<file path="src/design/swm_pkg.sv">
package swm_pkg;

  localparam int MAX_WINDOW_DEF = 16;
  localparam int SAMPLE_BITS_DEF = 32;

  localparam int CFG_BITS = 5;
  localparam int FILL_BITS = 5;
  localparam logic [CFG_BITS-1:0] WINDOW_SIZE_RESET = 5'd7;

  // up to this many entries the newest sample is the result
  localparam int SMALL_WINDOW = 2;

  typedef enum logic [1:0] {
    ST_IDLE,
    ST_PRUNE,
    ST_INSERT,
    ST_RESULT
  } state_t;

  typedef struct packed {
    logic prune;
    logic insert;
    logic flush;
  } cell_ctrl_t;

endpackage

</file>
<file path="src/design/sliding_window_median.sv">
// Running median over the newest window_size samples (capped at MAX_WINDOW), kept
// sorted in a chain of cells. For each accepted sample the cells first drop the
// entries aged out ahead of it (none while the window fills, one once it is full,
// more right after window_size is lowered), one entry per cycle, then take the new
// sample, and the result is read from the middle cell once more than SMALL_WINDOW
// entries are held, else it is the newest sample. With window_size zero the window
// is emptied and the sample is passed on. A result waits while the previous one is
// still stalled in the output register. The output register holds a result while the
// next sample is accepted, in the cycle after that result is loaded.
module sliding_window_median #(
  parameter int MAX_WINDOW = swm_pkg::MAX_WINDOW_DEF,
  parameter int SAMPLE_BITS = swm_pkg::SAMPLE_BITS_DEF
) (
  input  logic                              clk,
  input  logic                              rst,
  input  logic                              cfg_we,
  input  logic [swm_pkg::CFG_BITS-1:0]      cfg_data,
  input  logic                              in_valid,
  output logic                              in_stall,
  input  logic signed [SAMPLE_BITS-1:0]     sample,
  output logic                              out_valid,
  input  logic                              out_stall,
  output logic signed [SAMPLE_BITS-1:0]     median_value,
  output logic [swm_pkg::FILL_BITS-1:0]     fill_level
);
  import swm_pkg::*;

  localparam int CNT_BITS = $clog2(MAX_WINDOW + 1);
  localparam int IDX_BITS = (MAX_WINDOW > 1) ? $clog2(MAX_WINDOW) : 1;
  localparam int LIM_W = (CNT_BITS > CFG_BITS) ? CNT_BITS : CFG_BITS;

  state_t state, state_next;
  logic [CFG_BITS-1:0]           window_size;
  logic signed [SAMPLE_BITS-1:0] held;
  logic [CNT_BITS-1:0]           count, count_next;

  logic [LIM_W-1:0]              ws_wide;
  logic [LIM_W-1:0]              lim_wide;
  logic [CNT_BITS-1:0]           lim;
  logic                          pass;
  cell_ctrl_t                    ctrl;
  logic                          any_mark;
  logic signed [SAMPLE_BITS-1:0] med_value;
  logic [IDX_BITS-1:0]           med_idx;
  logic                          in_take;
  logic                          out_load;
  logic signed [SAMPLE_BITS-1:0] result;

  assign ws_wide = LIM_W'(window_size);
  assign lim_wide = (ws_wide > LIM_W'(MAX_WINDOW)) ? LIM_W'(MAX_WINDOW) : ws_wide;
  assign lim = CNT_BITS'(lim_wide);
  assign pass = (lim == '0);

  assign in_stall = (state != ST_IDLE);
  assign in_take = in_valid && !in_stall;
  assign med_idx = IDX_BITS'(count >> 1);
  assign result = (LIM_W'(count) > LIM_W'(SMALL_WINDOW)) ? med_value : held;

  swm_chain #(
    .MAX_WINDOW (MAX_WINDOW),
    .SAMPLE_BITS(SAMPLE_BITS)
  ) u_chain (
    .clk      (clk),
    .rst      (rst),
    .ctrl     (ctrl),
    .sample   (held),
    .lim      (lim),
    .med_idx  (med_idx),
    .any_mark (any_mark),
    .med_value(med_value)
  );

  always_comb begin
    state_next = state;
    count_next = count;
    ctrl = '0;
    out_load = 1'b0;
    case (state)
      ST_IDLE: begin
        if (in_take) begin
          state_next = ST_PRUNE;
        end
      end
      ST_PRUNE: begin
        if (pass) begin
          ctrl.flush = 1'b1;
          count_next = '0;
          state_next = ST_RESULT;
        end else if (any_mark) begin
          // drop the lowest aged-out entry, stay until none is left
          ctrl.prune = 1'b1;
          count_next = count - CNT_BITS'(1);
        end else begin
          state_next = ST_INSERT;
        end
      end
      ST_INSERT: begin
        ctrl.insert = 1'b1;
        count_next = count + CNT_BITS'(1);
        state_next = ST_RESULT;
      end
      ST_RESULT: begin
        if (!out_valid || !out_stall) begin
          out_load = 1'b1;
          state_next = ST_IDLE;
        end
      end
      default: begin
        state_next = ST_IDLE;
      end
    endcase
  end

  always_ff @(posedge clk) begin
    if (rst) begin
      state <= ST_IDLE;
      window_size <= WINDOW_SIZE_RESET;
      count <= '0;
      out_valid <= 1'b0;
    end else begin
      state <= state_next;
      count <= count_next;
      if (cfg_we) begin
        window_size <= cfg_data;
      end
      if (out_load) begin
        out_valid <= 1'b1;
      end else if (!out_stall) begin
        out_valid <= 1'b0;
      end
    end
  end

  always_ff @(posedge clk) begin
    if (in_take) begin
      held <= sample;
    end
    if (out_load) begin
      median_value <= result;
      fill_level <= FILL_BITS'(count);
    end
  end

  a_count_cap: assert property (@(posedge clk) disable iff (rst)
    LIM_W'(count) <= LIM_W'(MAX_WINDOW))
    else $error("window count above capacity");

  a_room_on_insert: assert property (@(posedge clk) disable iff (rst)
    (state == ST_INSERT) |-> (LIM_W'(count) < LIM_W'(MAX_WINDOW)))
    else $error("insert into a full chain");

  a_limit_kept: assert property (@(posedge clk) disable iff (rst)
    (state == ST_RESULT) |-> (count <= lim))
    else $error("window holds more than the limit");

  a_accept_starts: assert property (@(posedge clk) disable iff (rst)
    in_take |=> (state == ST_PRUNE))
    else $error("accepted sample did not start processing");

  a_load_sets_valid: assert property (@(posedge clk) disable iff (rst)
    out_load |=> (out_valid && (state == ST_IDLE)))
    else $error("result load lost");

endmodule

</file>
<file path="src/design/swm_cell.sv">
module swm_cell #(
  parameter int MAX_WINDOW = swm_pkg::MAX_WINDOW_DEF,
  parameter int SAMPLE_BITS = swm_pkg::SAMPLE_BITS_DEF,
  localparam int CNT_BITS = $clog2(MAX_WINDOW + 1),
  localparam int AGE_BITS = (MAX_WINDOW > 1) ? $clog2(MAX_WINDOW) : 1
) (
  input  logic                          clk,
  input  logic                          rst,
  input  swm_pkg::cell_ctrl_t           ctrl,
  input  logic signed [SAMPLE_BITS-1:0] sample,
  input  logic [CNT_BITS-1:0]           lim,
  input  logic signed [SAMPLE_BITS-1:0] lo_value,
  input  logic [AGE_BITS-1:0]           lo_age,
  input  logic                          lo_valid,
  input  logic                          lo_ins,
  input  logic                          lo_del,
  input  logic signed [SAMPLE_BITS-1:0] hi_value,
  input  logic [AGE_BITS-1:0]           hi_age,
  input  logic                          hi_valid,
  output logic signed [SAMPLE_BITS-1:0] value,
  output logic [AGE_BITS-1:0]           age,
  output logic                          valid,
  output logic                          ins,
  output logic                          del
);
  import swm_pkg::*;

  logic signed [SAMPLE_BITS-1:0] value_next;
  logic [AGE_BITS-1:0]           age_next;
  logic                          valid_next;
  logic [CNT_BITS-1:0]           age_p1;
  logic                          mark;

  assign age_p1 = CNT_BITS'(age) + CNT_BITS'(1);
  // entry would be too old once the new sample enters
  assign mark = valid && (age_p1 >= lim);
  // every cell at or above the lowest marked one pulls from above
  assign del = lo_del | mark;
  // new sample lands in the lowest cell that is greater or empty
  assign ins = !valid || (value > sample);

  always_comb begin
    value_next = value;
    age_next = age;
    valid_next = valid;
    if (ctrl.flush) begin
      valid_next = 1'b0;
    end else if (ctrl.prune) begin
      if (del) begin
        value_next = hi_value;
        age_next = hi_age;
        valid_next = hi_valid;
      end
    end else if (ctrl.insert) begin
      if (lo_ins) begin
        value_next = lo_value;
        age_next = lo_age + AGE_BITS'(1);
        valid_next = lo_valid;
      end else if (ins) begin
        value_next = sample;
        age_next = '0;
        valid_next = 1'b1;
      end else begin
        age_next = age + AGE_BITS'(1);
      end
    end
  end

  always_ff @(posedge clk) begin
    if (rst) begin
      valid <= 1'b0;
    end else begin
      valid <= valid_next;
    end
  end

  always_ff @(posedge clk) begin
    value <= value_next;
    age <= age_next;
  end

endmodule

</file>
<file path="src/design/swm_chain.sv">
module swm_chain #(
  parameter int MAX_WINDOW = swm_pkg::MAX_WINDOW_DEF,
  parameter int SAMPLE_BITS = swm_pkg::SAMPLE_BITS_DEF,
  localparam int CNT_BITS = $clog2(MAX_WINDOW + 1),
  localparam int AGE_BITS = (MAX_WINDOW > 1) ? $clog2(MAX_WINDOW) : 1,
  localparam int IDX_BITS = (MAX_WINDOW > 1) ? $clog2(MAX_WINDOW) : 1
) (
  input  logic                          clk,
  input  logic                          rst,
  input  swm_pkg::cell_ctrl_t           ctrl,
  input  logic signed [SAMPLE_BITS-1:0] sample,
  input  logic [CNT_BITS-1:0]           lim,
  input  logic [IDX_BITS-1:0]           med_idx,
  output logic                          any_mark,
  output logic signed [SAMPLE_BITS-1:0] med_value
);
  import swm_pkg::*;

  logic signed [SAMPLE_BITS-1:0] cell_value [MAX_WINDOW];
  logic [AGE_BITS-1:0]           cell_age   [MAX_WINDOW];
  logic [MAX_WINDOW-1:0]         cell_valid;
  logic [MAX_WINDOW-1:0]         cell_ins;
  logic [MAX_WINDOW-1:0]         cell_del;

  for (genvar i = 0; i < MAX_WINDOW; i++) begin : g_cell
    logic signed [SAMPLE_BITS-1:0] lo_value;
    logic [AGE_BITS-1:0]           lo_age;
    logic                          lo_valid;
    logic                          lo_ins;
    logic                          lo_del;
    logic signed [SAMPLE_BITS-1:0] hi_value;
    logic [AGE_BITS-1:0]           hi_age;
    logic                          hi_valid;

    if (i == 0) begin : g_bottom
      assign lo_value = '0;
      assign lo_age = '0;
      assign lo_valid = 1'b0;
      assign lo_ins = 1'b0;
      assign lo_del = 1'b0;
    end else begin : g_lo
      assign lo_value = cell_value[i-1];
      assign lo_age = cell_age[i-1];
      assign lo_valid = cell_valid[i-1];
      assign lo_ins = cell_ins[i-1];
      assign lo_del = cell_del[i-1];
    end

    if (i == MAX_WINDOW - 1) begin : g_top
      assign hi_value = '0;
      assign hi_age = '0;
      assign hi_valid = 1'b0;
    end else begin : g_hi
      assign hi_value = cell_value[i+1];
      assign hi_age = cell_age[i+1];
      assign hi_valid = cell_valid[i+1];
    end

    swm_cell #(
      .MAX_WINDOW (MAX_WINDOW),
      .SAMPLE_BITS(SAMPLE_BITS)
    ) u_cell (
      .clk     (clk),
      .rst     (rst),
      .ctrl    (ctrl),
      .sample  (sample),
      .lim     (lim),
      .lo_value(lo_value),
      .lo_age  (lo_age),
      .lo_valid(lo_valid),
      .lo_ins  (lo_ins),
      .lo_del  (lo_del),
      .hi_value(hi_value),
      .hi_age  (hi_age),
      .hi_valid(hi_valid),
      .value   (cell_value[i]),
      .age     (cell_age[i]),
      .valid   (cell_valid[i]),
      .ins     (cell_ins[i]),
      .del     (cell_del[i])
    );
  end

  assign any_mark = cell_del[MAX_WINDOW-1];
  assign med_value = cell_value[med_idx];

endmodule
</file>
<file path="config.mk">
export PLATFORM = sky130hd
export DESIGN_NAME = sliding_window_median
export DESIGN_NICKNAME = d
export VERILOG_FILES = /design/src/design/swm_pkg.sv /design/src/design/sliding_window_median.sv /design/src/design/swm_cell.sv /design/src/design/swm_chain.sv
export SDC_FILE = /design/constraint.sdc
export NUM_CORES = 2
export LEC_CHECK = 0
export ABC_AREA = 1
export CORE_UTILIZATION = 43
export DETAILED_ROUTE_END_ITERATION = 6
export DONT_BUFFER_PORTS = 1
export HOLD_SLACK_MARGIN = 0.08
export PLACE_DENSITY = 0.6
export SETUP_SLACK_MARGIN = 0.3
export SYNTH_ARGS = -nofsm -noshare
export SYNTH_HDL_FRONTEND = slang
export SYNTH_SLANG_ARGS = --single-unit
</file>
<file path="constraint.sdc">
create_clock -name clk -period 9.6 [get_ports clk]
set_input_delay 0.96 -clock clk [delete_from_list [all_inputs] [get_ports clk]]
set_output_delay 0.96 -clock clk [all_outputs]
set_load 0.02 [all_outputs]
</file>
==> impl_metrics.env <==
export IMPL_synth_top_cell_area_share_pct=37.44
export IMPL_wl_per_cell_um=22.52
export IMPL_violations="capacitance limit, slew limit"
export IMPL_holdPathEnd="out_valid$_SDFFE_PP0P_"
export IMPL_ys_top_cells_by_area="edfxtp_1 (37%), ha_1 (15%), nand2_1 (12%)"
export IMPL_maxCapViolCount=1
export IMPL_nFillCells=11700
export IMPL_met2_usage_pct=45.84
export IMPL_crit_arrival_ns=7.17
export IMPL_syn_area_um2=51730
export IMPL_r2r_start="window_size[4]$_SDFFE_PP0P_"
export IMPL_finClkSkew_ns=0.03536
export IMPL_finalCriticalPeriod_ns=6.792
export IMPL_cp_num_buf_inv=5
export IMPL_synth_edf_count=645
export IMPL_dpl_worst_slack_ns=2.973
export IMPL_grt_overflow_total=0
export IMPL_synthCells=6591
export IMPL_worstPathMaxFanout=242
export IMPL_areaGrowthSynthToFinish_pct=7.534
export IMPL_slew_viol_final=2
export IMPL_cts_root_buf="clkbuf_16"
export IMPL_worst_pin_slew_ns=1.522
export IMPL_first_pass_iters=7
export IMPL_yosysWarnings=0
export IMPL_start_util_pct=43.58
export IMPL_ys_flop_type="edfxtp_1"
export IMPL_synth_distinct_cells=47
export IMPL_hpwlAfterDp_mm=132.6
export IMPL_rr_endpoint="u_chain.g_cell[12].u_cell.value[11]$_DFFE_PP_"
export IMPL_die_height_um=348.9
export IMPL_setup_ws_ns=2.808
export IMPL_rsz0062_at_grt="no"
export IMPL_route_detailed_drc=0
export IMPL_cts_resized=0
export IMPL_critPathMaxStageDelay_ns=0.83
export IMPL_ys_ff_latch=674
export IMPL_final_antenna_net_count=0
export IMPL_routed_wl_mm=181.7
export IMPL_synth_fp_nets=7234
export IMPL_cts_hold_buf=0
export IMPL_max_slew_margin_pct=-2.529
export IMPL_synth_top_cell_by_area="edfxtp_1"
export IMPL_grt_first_pass_wirelength_mm=274.0
export IMPL_grt_util_met1_pct=40.04
export IMPL_die_width_um=348.9
export IMPL_drt_iter0_drc=5136
export IMPL_crit_required_ns=9.97
export IMPL_critPathSlowestCell="buf_4"
export IMPL_worstHoldStart="rst"
export IMPL_fp_dieArea_um2=121700
export IMPL_drive_gt1_share_pct=4.256
export IMPL_crit_chain="inv_1 > buf_4 > nand2_1 > ha_1 > nand2_1 > nand2_1 > nand2_1 > nand2_1 > nand2_1 > nand2_1 > nand2_1 > nand2_1 > nand2_1 > nand3_1 > nor2_1 > nand3_1 > nand3_4 > buf_12 > buf_4 > buf_12 > a31oi_1"
export IMPL_clk_latency_ns=0.70
export IMPL_async_reset_ff_share_pct=0
export IMPL_max_freq_ghz=0.1472
export IMPL_via_per_inst=5.985
export IMPL_critPathKind="flop to flop"
export IMPL_cts_tree="done"
export IMPL_final_nets=7041
export IMPL_rows=126
export IMPL_cts_setup_buffers=0
export IMPL_globalRouteMet3Util_pct=5.434
export IMPL_gp_congestion=0.9427
export IMPL_grt_busiest_layer="met2"
export IMPL_core_um2=118700
export IMPL_fin_crit_sh_pct=70.75
export IMPL_cts_sinks=674
export IMPL_antenna_found_initial=11
export IMPL_cp_top_family="buffers and inverters"
export IMPL_cts_buffers=82
export IMPL_r2r_slack_ns=2.81
export IMPL_hold_path_class="input port to flop"
export IMPL_status="complete, but fails checks"
export IMPL_yosysSeqAreaShare_pct=38.56
export IMPL_synth_common_cells="nand2_1 (1670), o21ai_0 (708), edfxtp_1 (645), nor2_1 (627), ha_1 (601)"
export IMPL_cp_start_kind="flop"
export IMPL_crit_top_cell="nand2_1"
export IMPL_reg2reg_depth=21
export IMPL_finalSetupViolCount=0
export IMPL_io_pins=81
export IMPL_end_kind="flop"
export IMPL_min_path_cells=1
export IMPL_synthMostInstantiatedCell="nand2_1"
export IMPL_io_buffers=0
export IMPL_clock_path_buffers=3
export IMPL_grt_pass1_vias=45480
export IMPL_grt_usage_pct=29.34
export IMPL_grt_max_degree=243
export IMPL_htreeDepth=3
export IMPL_tns_ns=0
export IMPL_avgSynthCellArea_um2=7.849
export IMPL_finalHoldViolations=0
export IMPL_clk_pin_slew_ns=0.07
export IMPL_vias=48280
-- cell families after synthesis --
kind of cell / share of synthesized area (%)
and+or+nand+nor: 20.06
DFF: 38.56
buffers and inverters: 7.273
adders and majority gates: 14.54
AOI/OAI and AO/OA: 19.13
xor gates and xnor gates: 0.4402
-- sequential cells by signal, indices dropped and copies added (netlist names) --
signal,flops
u_chain.g_cell.u_cell.age,64
held,32
window_size,5
out_valid,1
state,2
fill_level,5
u_chain.g_cell.u_cell.value,512
count,5
u_chain.g_cell.u_cell.valid,16
median_value,32
-- area by class of cell --
type                       instances  area [um^2]  share of cell area (%)
multi-input combinational       5011        28200                   50.70
antenna                            4        10.01                 0.01799
inverter                         520         1964                   3.531
tap                             1600         2002                   3.599
clock inverter                    42        334.1                  0.6005
clock buffer                     106         2301                   4.136
timing repair buffer             109        855.8                   1.538
sequential                       674        19960                   35.88
-- layout by cell type (no fill, tap or decap), types with 5 or more instances in the layout --
cell / instances
nand2_2: 11
clkbuf_16: 89
o21ai_0: 708
o211ai_1: 81
a211oi_1: 17
o22ai_1: 93
o221ai_1: 20
dfxtp_1: 26
o21a_1: 14
clkinv_2: 20
nor2_1: 611
nand4_1: 66
inv_1: 503
xor2_1: 21
a22oi_1: 27
nor3_1: 25
a21oi_1: 437
edfxtp_1: 645
nand3b_1: 6
clkbuf_1: 16
a21o_1: 7
xnor2_1: 5
o21bai_1: 7
buf_4: 106
nor4_1: 31
ha_1: 601
nand2_1: 1660
nand3_1: 178
a31oi_1: 340
nor2_4: 15
bufinv_16: 5
clkinv_1: 24
-- through the flow --
stage	instances	instance area, um^2	hold WS, ns	utilization, %
3_5_place_dp	7914	52990	0.4879	44.63
5_1_grt	8062	55620	0.3015	46.85
4_1_cts	8062	55620	0.2904	46.85
6_report	8066	55630	0.3351	46.86
2_1_floorplan	6591	51730	0.4064	-
3_3_place_gp	7914	52990	0.4847	44.63
-- routing by layer --
layer	part of all wire, %	vias to the layer above
li1	-	22720
met1	42	23040
met2	45	2109
met3	9.0	398
met4	4.0	6
met5	0.024	-
-- worst max-delay path by stage --
stage	from	to	slack, ns	depth (start not counted)
after floorplan	window_size[3]$_SDFFE_PP0P_	u_chain.g_cell[11].u_cell.value[0]$_DFFE_PP_	4.24	26
after global placement	window_size[4]$_SDFFE_PP0P_	u_chain.g_cell[9].u_cell.value[11]$_DFFE_PP_	3.14	22
after detailed placement	window_size[4]$_SDFFE_PP0P_	u_chain.g_cell[12].u_cell.value[11]$_DFFE_PP_	2.97	21
after CTS	window_size[4]$_SDFFE_PP0P_	u_chain.g_cell[12].u_cell.value[11]$_DFFE_PP_	2.95	21
after global routing	window_size[4]$_SDFFE_PP0P_	u_chain.g_cell[12].u_cell.value[10]$_DFFE_PP_	2.48	21
final	window_size[4]$_SDFFE_PP0P_	u_chain.g_cell[12].u_cell.value[11]$_DFFE_PP_	2.81	21
Power is left out: the tool's default activity adds up to more than one toggle a clock period on the data nets, which glitch-free logic cannot reach.
